## src/hdl/tetra_mesh_neighbor_index_defines.svh

```systemverilog
// ============================================================================
// Tetra mesh neighbor index: assertion macros
// Shared concurrent assertion forms, clocked on clk and disabled during reset.
// ============================================================================
`ifndef TETRA_MESH_NEIGHBOR_INDEX_DEFINES_SVH
`define TETRA_MESH_NEIGHBOR_INDEX_DEFINES_SVH

// A property that must hold at every clock edge outside reset.
`define TMNI_ASSERT(label, prop, msg) \
    label: assert property (@(posedge clk) disable iff (!rst_n) prop) \
        else $error(msg);

// A condition that must never be seen at a clock edge outside reset.
`define TMNI_NEVER(label, expr, msg) \
    label: assert property (@(posedge clk) disable iff (!rst_n) !(expr)) \
        else $error(msg);

`endif

```

## src/hdl/tmni_pkg.sv

```systemverilog
// ============================================================================
// Tetra mesh neighbor index package
// Widths, register codes and the fixed neighbor offset table.
// ============================================================================
`timescale 1ns / 1ps

package tmni_pkg;

    localparam int MAX_CELLS_PER_AXIS = 256;
    localparam int NODES_PER_CELL     = 8;
    localparam int PORT_COUNT         = 4;
    localparam int PORT_W             = $clog2(PORT_COUNT);

    localparam int IDX_W     = 27;
    localparam int KIND_W    = $clog2(NODES_PER_CELL);
    localparam int CELL_W    = IDX_W - KIND_W;
    localparam int CFG_W     = 9;
    localparam int CFG_IDX_W = 2;
    localparam int OUT_W     = 28;
    localparam int OFS_W     = 2;

    // Quotient bits resolved by one divider pipeline stage.
    localparam int STEPS_PER_STAGE = 4;

    // Largest linear index that can be reported.
    localparam logic [IDX_W-1:0] IDX_MAX = '1;

    typedef enum logic [CFG_IDX_W-1:0] {
        REG_GRID_X = 2'd0,
        REG_GRID_Y = 2'd1,
        REG_GRID_Z = 2'd2
    } cfg_reg_t;

    typedef struct packed {
        logic signed [OFS_W-1:0] dx;
        logic signed [OFS_W-1:0] dy;
        logic signed [OFS_W-1:0] dz;
        logic [KIND_W-1:0]       kind;
    } nb_offset_t;

    function automatic nb_offset_t nb_make(input int dx, input int dy, input int dz,
                                           input int kind);
        nb_offset_t e;
        e.dx   = OFS_W'(dx);
        e.dy   = OFS_W'(dy);
        e.dz   = OFS_W'(dz);
        e.kind = KIND_W'(kind);
        return e;
    endfunction

    // Cell offset and target node kind for each node kind and port.
    function automatic nb_offset_t nb_lookup(input logic [KIND_W-1:0] kind,
                                             input logic [PORT_W-1:0] port);
        nb_offset_t e;
        unique case ({kind, port})
            5'b000_00: e = nb_make( 0,  0,  0, 2);
            5'b000_01: e = nb_make(-1,  0, -1, 3);
            5'b000_10: e = nb_make( 0, -1, -1, 6);
            5'b000_11: e = nb_make(-1, -1,  0, 7);
            5'b001_00: e = nb_make( 0,  0,  0, 2);
            5'b001_01: e = nb_make( 0,  0,  0, 3);
            5'b001_10: e = nb_make( 0, -1,  0, 6);
            5'b001_11: e = nb_make( 0, -1,  0, 7);
            5'b010_00: e = nb_make( 0,  0,  0, 0);
            5'b010_01: e = nb_make( 0,  0,  0, 1);
            5'b010_10: e = nb_make( 0,  0,  0, 4);
            5'b010_11: e = nb_make( 0,  0,  0, 5);
            5'b011_00: e = nb_make( 1,  0,  1, 0);
            5'b011_01: e = nb_make( 0,  0,  0, 1);
            5'b011_10: e = nb_make( 1,  0,  0, 4);
            5'b011_11: e = nb_make( 0,  0,  1, 5);
            5'b100_00: e = nb_make( 0,  0,  0, 2);
            5'b100_01: e = nb_make(-1,  0,  0, 3);
            5'b100_10: e = nb_make( 0,  0,  0, 6);
            5'b100_11: e = nb_make(-1,  0,  0, 7);
            5'b101_00: e = nb_make( 0,  0,  0, 2);
            5'b101_01: e = nb_make( 0,  0, -1, 3);
            5'b101_10: e = nb_make( 0,  0, -1, 6);
            5'b101_11: e = nb_make( 0,  0,  0, 7);
            5'b110_00: e = nb_make( 0,  1,  1, 0);
            5'b110_01: e = nb_make( 0,  1,  0, 1);
            5'b110_10: e = nb_make( 0,  0,  0, 4);
            5'b110_11: e = nb_make( 0,  0,  1, 5);
            5'b111_00: e = nb_make( 1,  1,  0, 0);
            5'b111_01: e = nb_make( 0,  1,  0, 1);
            5'b111_10: e = nb_make( 1,  0,  0, 4);
            5'b111_11: e = nb_make( 0,  0,  0, 5);
            default:   e = nb_make( 0,  0,  0, 0);
        endcase
        return e;
    endfunction

endpackage

```

## src/hdl/tmni_div_stage.sv

```systemverilog
// ============================================================================
// Tetra mesh neighbor index: divider stage
// One registered stage of a restoring divider, a few quotient bits per stage.
// ============================================================================
`timescale 1ns / 1ps

module tmni_div_stage #(
    parameter int NUM_W  = 24,
    parameter int DEN_W  = 9,
    parameter int SIDE_W = 3,
    parameter int STEPS  = 4
) (
    input  logic              clk,
    input  logic              rst_n,
    input  logic              up_valid,
    output logic              up_ready,
    input  logic [NUM_W-1:0]  up_num,
    input  logic [NUM_W-1:0]  up_quo,
    input  logic [DEN_W-1:0]  up_rem,
    input  logic [SIDE_W-1:0] up_side,
    input  logic [DEN_W-1:0]  divisor,
    output logic              dn_valid,
    input  logic              dn_ready,
    output logic [NUM_W-1:0]  dn_num,
    output logic [NUM_W-1:0]  dn_quo,
    output logic [DEN_W-1:0]  dn_rem,
    output logic [SIDE_W-1:0] dn_side
);

    logic              valid_reg;
    logic              load;
    logic [NUM_W-1:0]  num_reg, num_next;
    logic [NUM_W-1:0]  quo_reg, quo_next;
    logic [DEN_W-1:0]  rem_reg, rem_next;
    logic [SIDE_W-1:0] side_reg;

    assign up_ready = !valid_reg || dn_ready;
    assign load     = up_valid && up_ready;

    // Each step brings down one dividend bit and subtracts when it fits.
    always_comb
    begin
        logic [DEN_W:0] part;
        logic           qbit;
        num_next = up_num;
        quo_next = up_quo;
        rem_next = up_rem;
        for (int i = 0; i < STEPS; i++)
        begin
            part = {rem_next, num_next[NUM_W-1]};
            num_next = {num_next[NUM_W-2:0], 1'b0};
            if (part >= {1'b0, divisor})
            begin
                part = part - {1'b0, divisor};
                qbit = 1'b1;
            end
            else
            begin
                qbit = 1'b0;
            end
            rem_next = part[DEN_W-1:0];
            quo_next = {quo_next[NUM_W-2:0], qbit};
        end
    end

    always_ff @(posedge clk or negedge rst_n)
    begin
        if (!rst_n)
        begin
            valid_reg <= 1'b0;
        end
        else if (up_ready)
        begin
            valid_reg <= up_valid;
        end
    end

    always_ff @(posedge clk)
    begin
        if (load)
        begin
            num_reg  <= num_next;
            quo_reg  <= quo_next;
            rem_reg  <= rem_next;
            side_reg <= up_side;
        end
    end

    assign dn_valid = valid_reg;
    assign dn_num   = num_reg;
    assign dn_quo   = quo_reg;
    assign dn_rem   = rem_reg;
    assign dn_side  = side_reg;

endmodule

```

## src/hdl/tmni_divider.sv

```systemverilog
// ============================================================================
// Tetra mesh neighbor index: pipelined divider
// A chain of divider stages giving quotient and remainder, with side data.
// ============================================================================
`timescale 1ns / 1ps

module tmni_divider #(
    parameter int DIV_W  = 24,
    parameter int DEN_W  = 9,
    parameter int SIDE_W = 3
) (
    input  logic              clk,
    input  logic              rst_n,
    input  logic              in_valid,
    output logic              in_ready,
    input  logic [DIV_W-1:0]  in_num,
    input  logic [SIDE_W-1:0] in_side,
    input  logic [DEN_W-1:0]  divisor,
    output logic              out_valid,
    input  logic              out_ready,
    output logic [DIV_W-1:0]  out_quo,
    output logic [DEN_W-1:0]  out_rem,
    output logic [SIDE_W-1:0] out_side
);

    localparam int STEPS  = tmni_pkg::STEPS_PER_STAGE;
    localparam int STAGES = (DIV_W + STEPS - 1) / STEPS;
    localparam int PAD_W  = STAGES * STEPS;

    logic              valid_s [STAGES+1];
    logic              ready_s [STAGES+1];
    logic [PAD_W-1:0]  num_s   [STAGES+1];
    logic [PAD_W-1:0]  quo_s   [STAGES+1];
    logic [DEN_W-1:0]  rem_s   [STAGES+1];
    logic [SIDE_W-1:0] side_s  [STAGES+1];

    // Leading zero padding only adds zero quotient bits.
    assign valid_s[0] = in_valid;
    assign in_ready   = ready_s[0];
    assign num_s[0]   = PAD_W'(in_num);
    assign quo_s[0]   = '0;
    assign rem_s[0]   = '0;
    assign side_s[0]  = in_side;

    for (genvar s = 0; s < STAGES; s++)
    begin : g_stage
        tmni_div_stage #(
            .NUM_W  (PAD_W),
            .DEN_W  (DEN_W),
            .SIDE_W (SIDE_W),
            .STEPS  (STEPS)
        ) u_stage (
            .clk      (clk),
            .rst_n    (rst_n),
            .up_valid (valid_s[s]),
            .up_ready (ready_s[s]),
            .up_num   (num_s[s]),
            .up_quo   (quo_s[s]),
            .up_rem   (rem_s[s]),
            .up_side  (side_s[s]),
            .divisor  (divisor),
            .dn_valid (valid_s[s+1]),
            .dn_ready (ready_s[s+1]),
            .dn_num   (num_s[s+1]),
            .dn_quo   (quo_s[s+1]),
            .dn_rem   (rem_s[s+1]),
            .dn_side  (side_s[s+1])
        );
    end

    assign ready_s[STAGES] = out_ready;
    assign out_valid       = valid_s[STAGES];
    assign out_quo         = quo_s[STAGES][DIV_W-1:0];
    assign out_rem         = rem_s[STAGES];
    assign out_side        = side_s[STAGES];

endmodule

```

## src/hdl/tmni_neighbor.sv

```systemverilog
// ============================================================================
// Tetra mesh neighbor index: neighbor recomposition
// Applies the offset table, checks bounds and rebuilds four linear indexes.
// ============================================================================
`timescale 1ns / 1ps

module tmni_neighbor #(
    parameter int EDW = 9
) (
    input  logic                                          clk,
    input  logic                                          rst_n,
    input  logic                                          in_valid,
    output logic                                          in_ready,
    input  logic [tmni_pkg::KIND_W-1:0]                   in_kind,
    input  logic [EDW-1:0]                                in_x,
    input  logic [EDW-1:0]                                in_y,
    input  logic [EDW-1:0]                                in_z,
    input  logic [EDW-1:0]                                dim_x,
    input  logic [EDW-1:0]                                dim_y,
    input  logic [EDW-1:0]                                dim_z,
    output logic                                          out_valid,
    input  logic                                          out_ready,
    output logic [tmni_pkg::PORT_COUNT-1:0][tmni_pkg::OUT_W-1:0] out_nb
);

    localparam int PC     = tmni_pkg::PORT_COUNT;
    localparam int KW     = tmni_pkg::KIND_W;
    localparam int OW     = tmni_pkg::OUT_W;
    localparam int SW     = EDW + 2;
    localparam int T1_W   = 2 * EDW;
    localparam int T2_W   = 3 * EDW;
    localparam int LINR_W = T2_W + KW;
    localparam int LIN_W  = (LINR_W > OW) ? LINR_W : OW;

    logic [3:0] valid_reg;
    logic [3:0] rdy;
    logic [3:0] load;

    // Stage 1: offset cell coordinates and the bounds check.
    logic [PC-1:0]          s1_inb_reg,  s1_inb_next;
    logic [PC-1:0][EDW-1:0] s1_x_reg,    s1_x_next;
    logic [PC-1:0][EDW-1:0] s1_y_reg,    s1_y_next;
    logic [PC-1:0][EDW-1:0] s1_z_reg,    s1_z_next;
    logic [PC-1:0][KW-1:0]  s1_kind_reg, s1_kind_next;
    // Stage 2: y + ny * z.
    logic [PC-1:0]          s2_inb_reg;
    logic [PC-1:0][EDW-1:0] s2_x_reg;
    logic [PC-1:0][T1_W-1:0] s2_t1_reg,  s2_t1_next;
    logic [PC-1:0][KW-1:0]  s2_kind_reg;
    // Stage 3: x + nx * (y + ny * z).
    logic [PC-1:0]          s3_inb_reg;
    logic [PC-1:0][T2_W-1:0] s3_t2_reg,  s3_t2_next;
    logic [PC-1:0][KW-1:0]  s3_kind_reg;
    // Stage 4: final index or all ones.
    logic [PC-1:0][OW-1:0]  nb_reg,      nb_next;

    assign rdy[3]   = !valid_reg[3] || out_ready;
    assign rdy[2]   = !valid_reg[2] || rdy[3];
    assign rdy[1]   = !valid_reg[1] || rdy[2];
    assign rdy[0]   = !valid_reg[0] || rdy[1];
    assign in_ready = rdy[0];

    assign load[0] = in_valid && rdy[0];
    assign load[1] = valid_reg[0] && rdy[1];
    assign load[2] = valid_reg[1] && rdy[2];
    assign load[3] = valid_reg[2] && rdy[3];

    always_ff @(posedge clk or negedge rst_n)
    begin
        if (!rst_n)
        begin
            valid_reg <= '0;
        end
        else
        begin
            if (rdy[0])
            begin
                valid_reg[0] <= in_valid;
            end
            if (rdy[1])
            begin
                valid_reg[1] <= valid_reg[0];
            end
            if (rdy[2])
            begin
                valid_reg[2] <= valid_reg[1];
            end
            if (rdy[3])
            begin
                valid_reg[3] <= valid_reg[2];
            end
        end
    end

    always_comb
    begin
        tmni_pkg::nb_offset_t e;
        logic signed [SW-1:0] sx;
        logic signed [SW-1:0] sy;
        logic signed [SW-1:0] sz;
        for (int p = 0; p < PC; p++)
        begin
            e  = tmni_pkg::nb_lookup(in_kind, tmni_pkg::PORT_W'(p));
            sx = $signed({2'b00, in_x}) + SW'(e.dx);
            sy = $signed({2'b00, in_y}) + SW'(e.dy);
            sz = $signed({2'b00, in_z}) + SW'(e.dz);
            s1_inb_next[p] = (sx >= 0) && (sx < $signed({2'b00, dim_x})) &&
                             (sy >= 0) && (sy < $signed({2'b00, dim_y})) &&
                             (sz >= 0) && (sz < $signed({2'b00, dim_z}));
            s1_x_next[p]    = sx[EDW-1:0];
            s1_y_next[p]    = sy[EDW-1:0];
            s1_z_next[p]    = sz[EDW-1:0];
            s1_kind_next[p] = e.kind;
        end
    end

    always_comb
    begin
        for (int p = 0; p < PC; p++)
        begin
            s2_t1_next[p] = T1_W'(s1_y_reg[p]) + T1_W'(dim_y) * T1_W'(s1_z_reg[p]);
            s3_t2_next[p] = T2_W'(s2_x_reg[p]) + T2_W'(dim_x) * T2_W'(s2_t1_reg[p]);
        end
    end

    // An in-grid neighbor whose index does not fit the index range reads as -1.
    always_comb
    begin
        logic [LIN_W-1:0] lin;
        for (int p = 0; p < PC; p++)
        begin
            lin = LIN_W'({s3_t2_reg[p], s3_kind_reg[p]});
            if (s3_inb_reg[p] && (lin <= LIN_W'(tmni_pkg::IDX_MAX)))
            begin
                nb_next[p] = OW'(lin);
            end
            else
            begin
                nb_next[p] = '1;
            end
        end
    end

    always_ff @(posedge clk)
    begin
        if (load[0])
        begin
            s1_inb_reg  <= s1_inb_next;
            s1_x_reg    <= s1_x_next;
            s1_y_reg    <= s1_y_next;
            s1_z_reg    <= s1_z_next;
            s1_kind_reg <= s1_kind_next;
        end
        if (load[1])
        begin
            s2_inb_reg  <= s1_inb_reg;
            s2_x_reg    <= s1_x_reg;
            s2_t1_reg   <= s2_t1_next;
            s2_kind_reg <= s1_kind_reg;
        end
        if (load[2])
        begin
            s3_inb_reg  <= s2_inb_reg;
            s3_t2_reg   <= s3_t2_next;
            s3_kind_reg <= s2_kind_reg;
        end
        if (load[3])
        begin
            nb_reg <= nb_next;
        end
    end

    assign out_valid = valid_reg[3];
    assign out_nb    = nb_reg;

endmodule

```

## src/hdl/tetra_mesh_neighbor_index.sv

```systemverilog
// ============================================================================
// Tetra mesh neighbor index
// Splits a linear tetrahedral mesh node index into node kind and cell
// coordinates, and returns the linear indexes of the node's four neighbors.
// ============================================================================
//
//  Channel  | Signals                                     | Direction
//  ---------+---------------------------------------------+----------
//  config   | cfg_valid, cfg_ready, cfg_index, cfg_data   | in
//  input    | in_valid, in_ready, node_index              | in
//  output   | out_valid, out_ready, neighbor_a..neighbor_d| out
//
//  One node index is taken per cycle and one result leaves per cycle while
//  the output is not stalled. Three pipelined dividers resolve four quotient
//  bits per stage, then four recomposition stages follow.
//  Reset clears every valid bit and sets all three grid dimensions to one.
//  A stalled output fills the pipeline's empty stages first; input ready
//  drops only when every stage holds an item.
//
`timescale 1ns / 1ps
`include "tetra_mesh_neighbor_index_defines.svh"

module tetra_mesh_neighbor_index #(
    parameter int MAX_CELLS_PER_AXIS = tmni_pkg::MAX_CELLS_PER_AXIS
) (
    input  logic                               clk,
    input  logic                               rst_n,
    input  logic                               cfg_valid,
    output logic                               cfg_ready,
    input  logic [tmni_pkg::CFG_IDX_W-1:0]     cfg_index,
    input  logic [tmni_pkg::CFG_W-1:0]         cfg_data,
    input  logic                               in_valid,
    output logic                               in_ready,
    input  logic [tmni_pkg::IDX_W-1:0]         node_index,
    output logic                               out_valid,
    input  logic                               out_ready,
    output logic signed [tmni_pkg::OUT_W-1:0]  neighbor_a,
    output logic signed [tmni_pkg::OUT_W-1:0]  neighbor_b,
    output logic signed [tmni_pkg::OUT_W-1:0]  neighbor_c,
    output logic signed [tmni_pkg::OUT_W-1:0]  neighbor_d
);

    // Width of an effective grid dimension: the register is clamped to the
    // per-axis maximum, so it never needs more bits than that maximum.
    localparam int DIM_CLOG = $clog2(MAX_CELLS_PER_AXIS + 1);
    localparam int EDW      = (DIM_CLOG < tmni_pkg::CFG_W) ? DIM_CLOG : tmni_pkg::CFG_W;
    localparam int KW       = tmni_pkg::KIND_W;
    localparam int CW       = tmni_pkg::CELL_W;
    localparam int PC       = tmni_pkg::PORT_COUNT;
    localparam int OW       = tmni_pkg::OUT_W;

    // ------------------------------------------------------------------
    // Configuration. The stored values are already clamped to the maximum.
    // A write to an index past the register list is taken and dropped.
    // ------------------------------------------------------------------
    logic           cfg_write;
    logic [EDW-1:0] cfg_clamped;
    logic [EDW-1:0] grid_x_reg, grid_x_next;
    logic [EDW-1:0] grid_y_reg, grid_y_next;
    logic [EDW-1:0] grid_z_reg, grid_z_next;

    assign cfg_ready = 1'b1;
    assign cfg_write = cfg_valid && cfg_ready;

    always_comb
    begin
        if (int'(cfg_data) > MAX_CELLS_PER_AXIS)
        begin
            cfg_clamped = EDW'(MAX_CELLS_PER_AXIS);
        end
        else
        begin
            cfg_clamped = EDW'(cfg_data);
        end
    end

    always_comb
    begin
        grid_x_next = grid_x_reg;
        grid_y_next = grid_y_reg;
        grid_z_next = grid_z_reg;
        if (cfg_write)
        begin
            unique case (tmni_pkg::cfg_reg_t'(cfg_index))
                tmni_pkg::REG_GRID_X: grid_x_next = cfg_clamped;
                tmni_pkg::REG_GRID_Y: grid_y_next = cfg_clamped;
                tmni_pkg::REG_GRID_Z: grid_z_next = cfg_clamped;
                default: ;
            endcase
        end
    end

    always_ff @(posedge clk or negedge rst_n)
    begin
        if (!rst_n)
        begin
            grid_x_reg <= EDW'(1);
            grid_y_reg <= EDW'(1);
            grid_z_reg <= EDW'(1);
        end
        else
        begin
            grid_x_reg <= grid_x_next;
            grid_y_reg <= grid_y_next;
            grid_z_reg <= grid_z_next;
        end
    end

    // A zero dimension divides as one. Its bounds check still uses zero, so
    // every neighbor of such a grid comes out as -1.
    logic [EDW-1:0] div_x;
    logic [EDW-1:0] div_y;
    logic [EDW-1:0] div_z;

    assign div_x = (grid_x_reg == '0) ? EDW'(1) : grid_x_reg;
    assign div_y = (grid_y_reg == '0) ? EDW'(1) : grid_y_reg;
    assign div_z = (grid_z_reg == '0) ? EDW'(1) : grid_z_reg;

    // ------------------------------------------------------------------
    // Coordinate split. The low bits of the index are the node kind; the
    // cell number is divided by nx, the quotient by ny, and the second
    // quotient is reduced modulo nz to give z. The kind and the coordinates
    // found so far ride along each divider as side data.
    // ------------------------------------------------------------------
    logic              d1_valid, d1_ready;
    logic [CW-1:0]     d1_quo;
    logic [EDW-1:0]    d1_rem;
    logic [KW-1:0]     d1_side;

    logic              d2_valid, d2_ready;
    logic [CW-1:0]     d2_quo;
    logic [EDW-1:0]    d2_rem;
    logic [KW+EDW-1:0] d2_side;

    logic                d3_valid, d3_ready;
    logic [EDW-1:0]      d3_rem;
    logic [KW+2*EDW-1:0] d3_side;

    tmni_divider #(
        .DIV_W  (CW),
        .DEN_W  (EDW),
        .SIDE_W (KW)
    ) u_div_x (
        .clk       (clk),
        .rst_n     (rst_n),
        .in_valid  (in_valid),
        .in_ready  (in_ready),
        .in_num    (node_index[tmni_pkg::IDX_W-1:KW]),
        .in_side   (node_index[KW-1:0]),
        .divisor   (div_x),
        .out_valid (d1_valid),
        .out_ready (d1_ready),
        .out_quo   (d1_quo),
        .out_rem   (d1_rem),
        .out_side  (d1_side)
    );

    tmni_divider #(
        .DIV_W  (CW),
        .DEN_W  (EDW),
        .SIDE_W (KW + EDW)
    ) u_div_y (
        .clk       (clk),
        .rst_n     (rst_n),
        .in_valid  (d1_valid),
        .in_ready  (d1_ready),
        .in_num    (d1_quo),
        .in_side   ({d1_side, d1_rem}),
        .divisor   (div_y),
        .out_valid (d2_valid),
        .out_ready (d2_ready),
        .out_quo   (d2_quo),
        .out_rem   (d2_rem),
        .out_side  (d2_side)
    );

    // Only the remainder of the z division is needed: it wraps the layer.
    tmni_divider #(
        .DIV_W  (CW),
        .DEN_W  (EDW),
        .SIDE_W (KW + 2 * EDW)
    ) u_div_z (
        .clk       (clk),
        .rst_n     (rst_n),
        .in_valid  (d2_valid),
        .in_ready  (d2_ready),
        .in_num    (d2_quo),
        .in_side   ({d2_side, d2_rem}),
        .divisor   (div_z),
        .out_valid (d3_valid),
        .out_ready (d3_ready),
        .out_quo   (),
        .out_rem   (d3_rem),
        .out_side  (d3_side)
    );

    // ------------------------------------------------------------------
    // Neighbor offsets, bounds checks and recomposition; its last stage is
    // the output register.
    // ------------------------------------------------------------------
    logic [PC-1:0][OW-1:0] nb_out;

    tmni_neighbor #(
        .EDW (EDW)
    ) u_neighbor (
        .clk       (clk),
        .rst_n     (rst_n),
        .in_valid  (d3_valid),
        .in_ready  (d3_ready),
        .in_kind   (d3_side[KW+2*EDW-1:2*EDW]),
        .in_x      (d3_side[2*EDW-1:EDW]),
        .in_y      (d3_side[EDW-1:0]),
        .in_z      (d3_rem),
        .dim_x     (grid_x_reg),
        .dim_y     (grid_y_reg),
        .dim_z     (grid_z_reg),
        .out_valid (out_valid),
        .out_ready (out_ready),
        .out_nb    (nb_out)
    );

    assign neighbor_a = $signed(nb_out[0]);
    assign neighbor_b = $signed(nb_out[1]);
    assign neighbor_c = $signed(nb_out[2]);
    assign neighbor_d = $signed(nb_out[3]);

    // ------------------------------------------------------------------
    // Assertions
    // ------------------------------------------------------------------
    // Each port only ever targets two node kinds: port 0 kinds 0 and 2,
    // port 1 kinds 1 and 3, port 2 kinds 4 and 6, port 3 kinds 5 and 7.
    logic port_kinds_ok;

    assign port_kinds_ok =
        ((&neighbor_a) || (!neighbor_a[0] && !neighbor_a[2])) &&
        ((&neighbor_b) || ( neighbor_b[0] && !neighbor_b[2])) &&
        ((&neighbor_c) || (!neighbor_c[0] &&  neighbor_c[2])) &&
        ((&neighbor_d) || ( neighbor_d[0] &&  neighbor_d[2]));

    `TMNI_ASSERT(a_port_kinds, (out_valid |-> port_kinds_ok), "neighbor targets wrong node kind")
    `TMNI_ASSERT(a_ready_chain, (out_ready |-> in_ready), "input stalled while output drains")
    `TMNI_NEVER(a_full_only, (!in_ready && !out_valid), "input stalled with empty output stage")

endmodule
```

## config.mk

```make
export PLATFORM = sky130hd
export DESIGN_NAME = tetra_mesh_neighbor_index
export DESIGN_NICKNAME = d
export VERILOG_FILES = /design/src/hdl/tmni_pkg.sv /design/src/hdl/tmni_div_stage.sv /design/src/hdl/tmni_divider.sv /design/src/hdl/tmni_neighbor.sv /design/src/hdl/tetra_mesh_neighbor_index.sv
export VERILOG_INCLUDE_DIRS = /design/src /design/src/hdl
export SDC_FILE = /design/constraint.sdc
export NUM_CORES = 2
export LEC_CHECK = 0
export BUFFER_PORTS_ARGS = -buffer_cell sky130_fd_sc_hd__buf_2
export CAP_MARGIN = 20
export CORE_UTILIZATION = 60
export CTS_CLUSTER_SIZE = 10
export DETAILED_ROUTE_END_ITERATION = 6
export PLACE_DENSITY = 0.76
export SKIP_CTS_REPAIR_TIMING = 1
export SLEW_MARGIN = 40
export SYNTH_ARGS = -nofsm -noshare
export SYNTH_HDL_FRONTEND = slang
export SYNTH_SLANG_ARGS = --single-unit
```

## constraint.sdc

```tcl
create_clock -name clk -period 14.6 [get_ports clk]
set_clock_uncertainty 0.15 [all_clocks]
set_input_delay 0.73 -clock clk [delete_from_list [all_inputs] [get_ports clk]]
set_output_delay 0.73 -clock clk [all_outputs]
set_load 0.01 [all_outputs]
```

==> impl_results.md <==
* Critical R2R Launch: grid_z_reg[6]
* Via density at ~5.8
* Clock Latency Late Sink at 840 ps
* Final Hold Fails at 0
* H-tree Lvls at 4
* Synth unique cells at 93
* Wire length per cell at about 20 µm
* Area grow syn2layout at 8.09%
* Die height at 419 µm
* Layout Nets at 11,929
* Sequential area share after synthesis at 34.2%
* Hpwl dp at 181,000 µm
* Slew headroom at 35.4%
* CP max stage delay at 660 ps
* Largest register FFs at ~130
* Hold Crit Class: input pin to flop
* DR DRC count at 0
* Fmax at ~89 MHz
* Clk buf depth at 3
* Yosys Warn Count at 0
* Post-route insts no fill at 12,304
* CP startpoint: grid_z_reg[6]
* Ratio of cells with drive above 1 in the final layout at 8.74%
* Setup-failing EPs final at 0
* Routed wire length at 242,000 µm
* Slowest cell on the critical path: or2_2
* Final GP Congestion at 0.918
* Min setup slack post-route at 3360 ps
* MaxCap Viol Count at 0
* Crit path arrival time at between 10,000 and 15,000 ps
* First-pass GRT wire length at around 390,000 µm
* Synth Register Bits at 1,197
* Async set-reset flop share out of synthesis at approximately 4.1%
* Crit start category: flop
* Total gr overflow at 0
* Die area at 175,000 µm²
* Syn Inst Count at 9,734
* TritonCTS buffer count at 148
* Initial core utilization at slightly above 60%
* CTS tree: built
* Mapped Avg Cell Area at 10.7 µm²
* Worst Setup EP: u_div_z.g_stage[3].u_stage.dn_rem[1]
* Clock root buffer master: clkbuf_16
* DRT iter0 DRCs at 5,157
* Synth Flop Type: edfxtp_1
* CP max FO at 24
* Fillers at 12,950
* Vias at roughly 70,000
* Largest net degree at the start of global routing at 63
* Fin Setup TNS at 0 ps
* Reg2reg path depth at 37
* Outcome: complete, no violations
* Die width at 419 µm
* Placed Instances at about 12,000
* Area of the core at approximately 170,000 µm²
* Mapped Area at 104,000 µm²
* Required time of the critical path at 14,990 ps
* Fin util at about two thirds
* Num ports at 158
* Vias in the first global route at 74,511
* Crit path capture type: flop
* Period utilisation layout at 77.0%
* Final min period at 11,240 ps
* Final antenna-violating net count at 0
* Site row count at 152
* Worst-path clk slew at 60 ps
* Initial antenna violation count at 4
* Most common cell after layout, fill and taps aside: ha_1
* Most frequent cells in the layout: ha_1, edfxtp_1, inv_1
* Gr usage total at between 20% and 30%
* Slew Viols, Final at 0
* EDFF count, synth at 1,148
* Worst r2r dst: u_div_z.g_stage[3].u_stage.dn_rem[1]
* Setup WS pre-CTS at 3460 ps
* Num Clock Sinks at 1,197
* IO Port Bufs at 152
* 1st-pass router iterations at 6
* Critical path class: flop to flop
* Worst slew pin tran at 944 ps
* Register-to-Register Setup Slack at 3360 ps
* RSZ-0062 raised after global routing: no
* CP dominant cell by count: nor2_1
-- layout make-up --
type                            count  area, µm²  share of cell area, %
Timing Repair Buffer              256       1650                   1.46
Multi-Input combinational cell   7181      63500                   56.4
Inverter                         1124       4220                   3.74
Antenna cell                        4       10.0                0.00888
Tap cell                         2310       2890                   2.56
Sequential cell                  1197      35700                   31.7
Clock inverter                     47        840                  0.745
Clock buffer                      185       3850                   3.42
-- through the flow --
step / hold slack [ps] / area [µm²]
after global routing: 34.7 / 113000
after CTS: -138 / 112000
after detailed placement: 255 / 108000
after floorplan: 250 / 104000
after global placement: 251 / 108000
final: 56.3 / 113000
-- cell usage after synthesis, types with 40 or more instances --
master,count,share of area (%)
and3_1,47,0.28
o21a_1,54,0.39
xnor2_1,408,3.4
mux2i_1,115,1.1
xor2_1,233,2.0
nand2_1,904,3.3
nor2_1,414,1.5
edfxtp_1,1148,33
nor3_1,94,0.45
and2_1,364,2.2
o21ai_0,339,1.6
a211oi_1,48,0.35
fa_1,735,14
ha_1,1243,15
clkbuf_1,180,0.65
inv_1,1110,4.0
nand4_1,120,0.72
o21bai_1,73,0.53
dfrtp_1,46,1.1
nand2b_1,188,1.1
mux2_2,296,3.2
a21boi_0,40,0.29
a21o_1,299,2.2
a21oi_1,471,2.3
nand3_1,99,0.48
nor2b_1,151,0.91
-- cell families (layout without fill, tap and decap cells) --
group | after synthesis | in the layout | synth area share [%]
buffers and inverters | 1360 | 1612 | 4.95
flip-flops | 1197 | 1197 | 34.2
AND/OR/NAND/NOR | 2500 | 2500 | 11.8
multiplexers | 433 | 433 | 4.58
XOR/XNOR | 641 | 641 | 5.38
adder cells (fa/ha/maj) | 1978 | 1978 | 29.0
AO/OA/AOI/OAI | 1624 | 1624 | 10.1
other | 1 | 9 | 0.00360
-- how the worst min path moves through the flow --
stage	endpoint	depth (start not counted)	from
after CTS	u_div_x.g_stage[0].u_stage.dn_num[17]	1	node_index[16]
after global routing	u_div_x.g_stage[0].u_stage.dn_valid	2	in_valid
after global placement	u_div_y.g_stage[4].u_stage.dn_side[11]	0	u_div_y.g_stage[3].u_stage.dn_side[11]
after detailed placement	u_div_x.g_stage[3].u_stage.dn_quo[12]	0	u_div_x.g_stage[2].u_stage.dn_quo[8]
final	u_neighbor.valid_reg[2]	3	out_ready
after floorplan	u_div_x.g_stage[1].u_stage.dn_num[10]	0	u_div_x.g_stage[0].u_stage.dn_num[6]
-- layer usage --
layer	global-route usage (%)	part of all wire, %
met5	0	0.0079
met4	12.6	4.9
met3	3.61	5.1
met2	48.6	49
met1	34.7	41
-- worst max-delay path: cells and delay by family, from the launching register on --
kind	cells	cell delay, ps
adders and majority gates	5	1810
DFF	1	410
muxes	3	1160
buffers and inverters	1	60
and+or+nand+nor	9	2360
AOI/OAI and AO/OA	19	5000
Power is not shown: default switching activity piles up to over one toggle a cycle in this logic, so the estimate is an artifact.
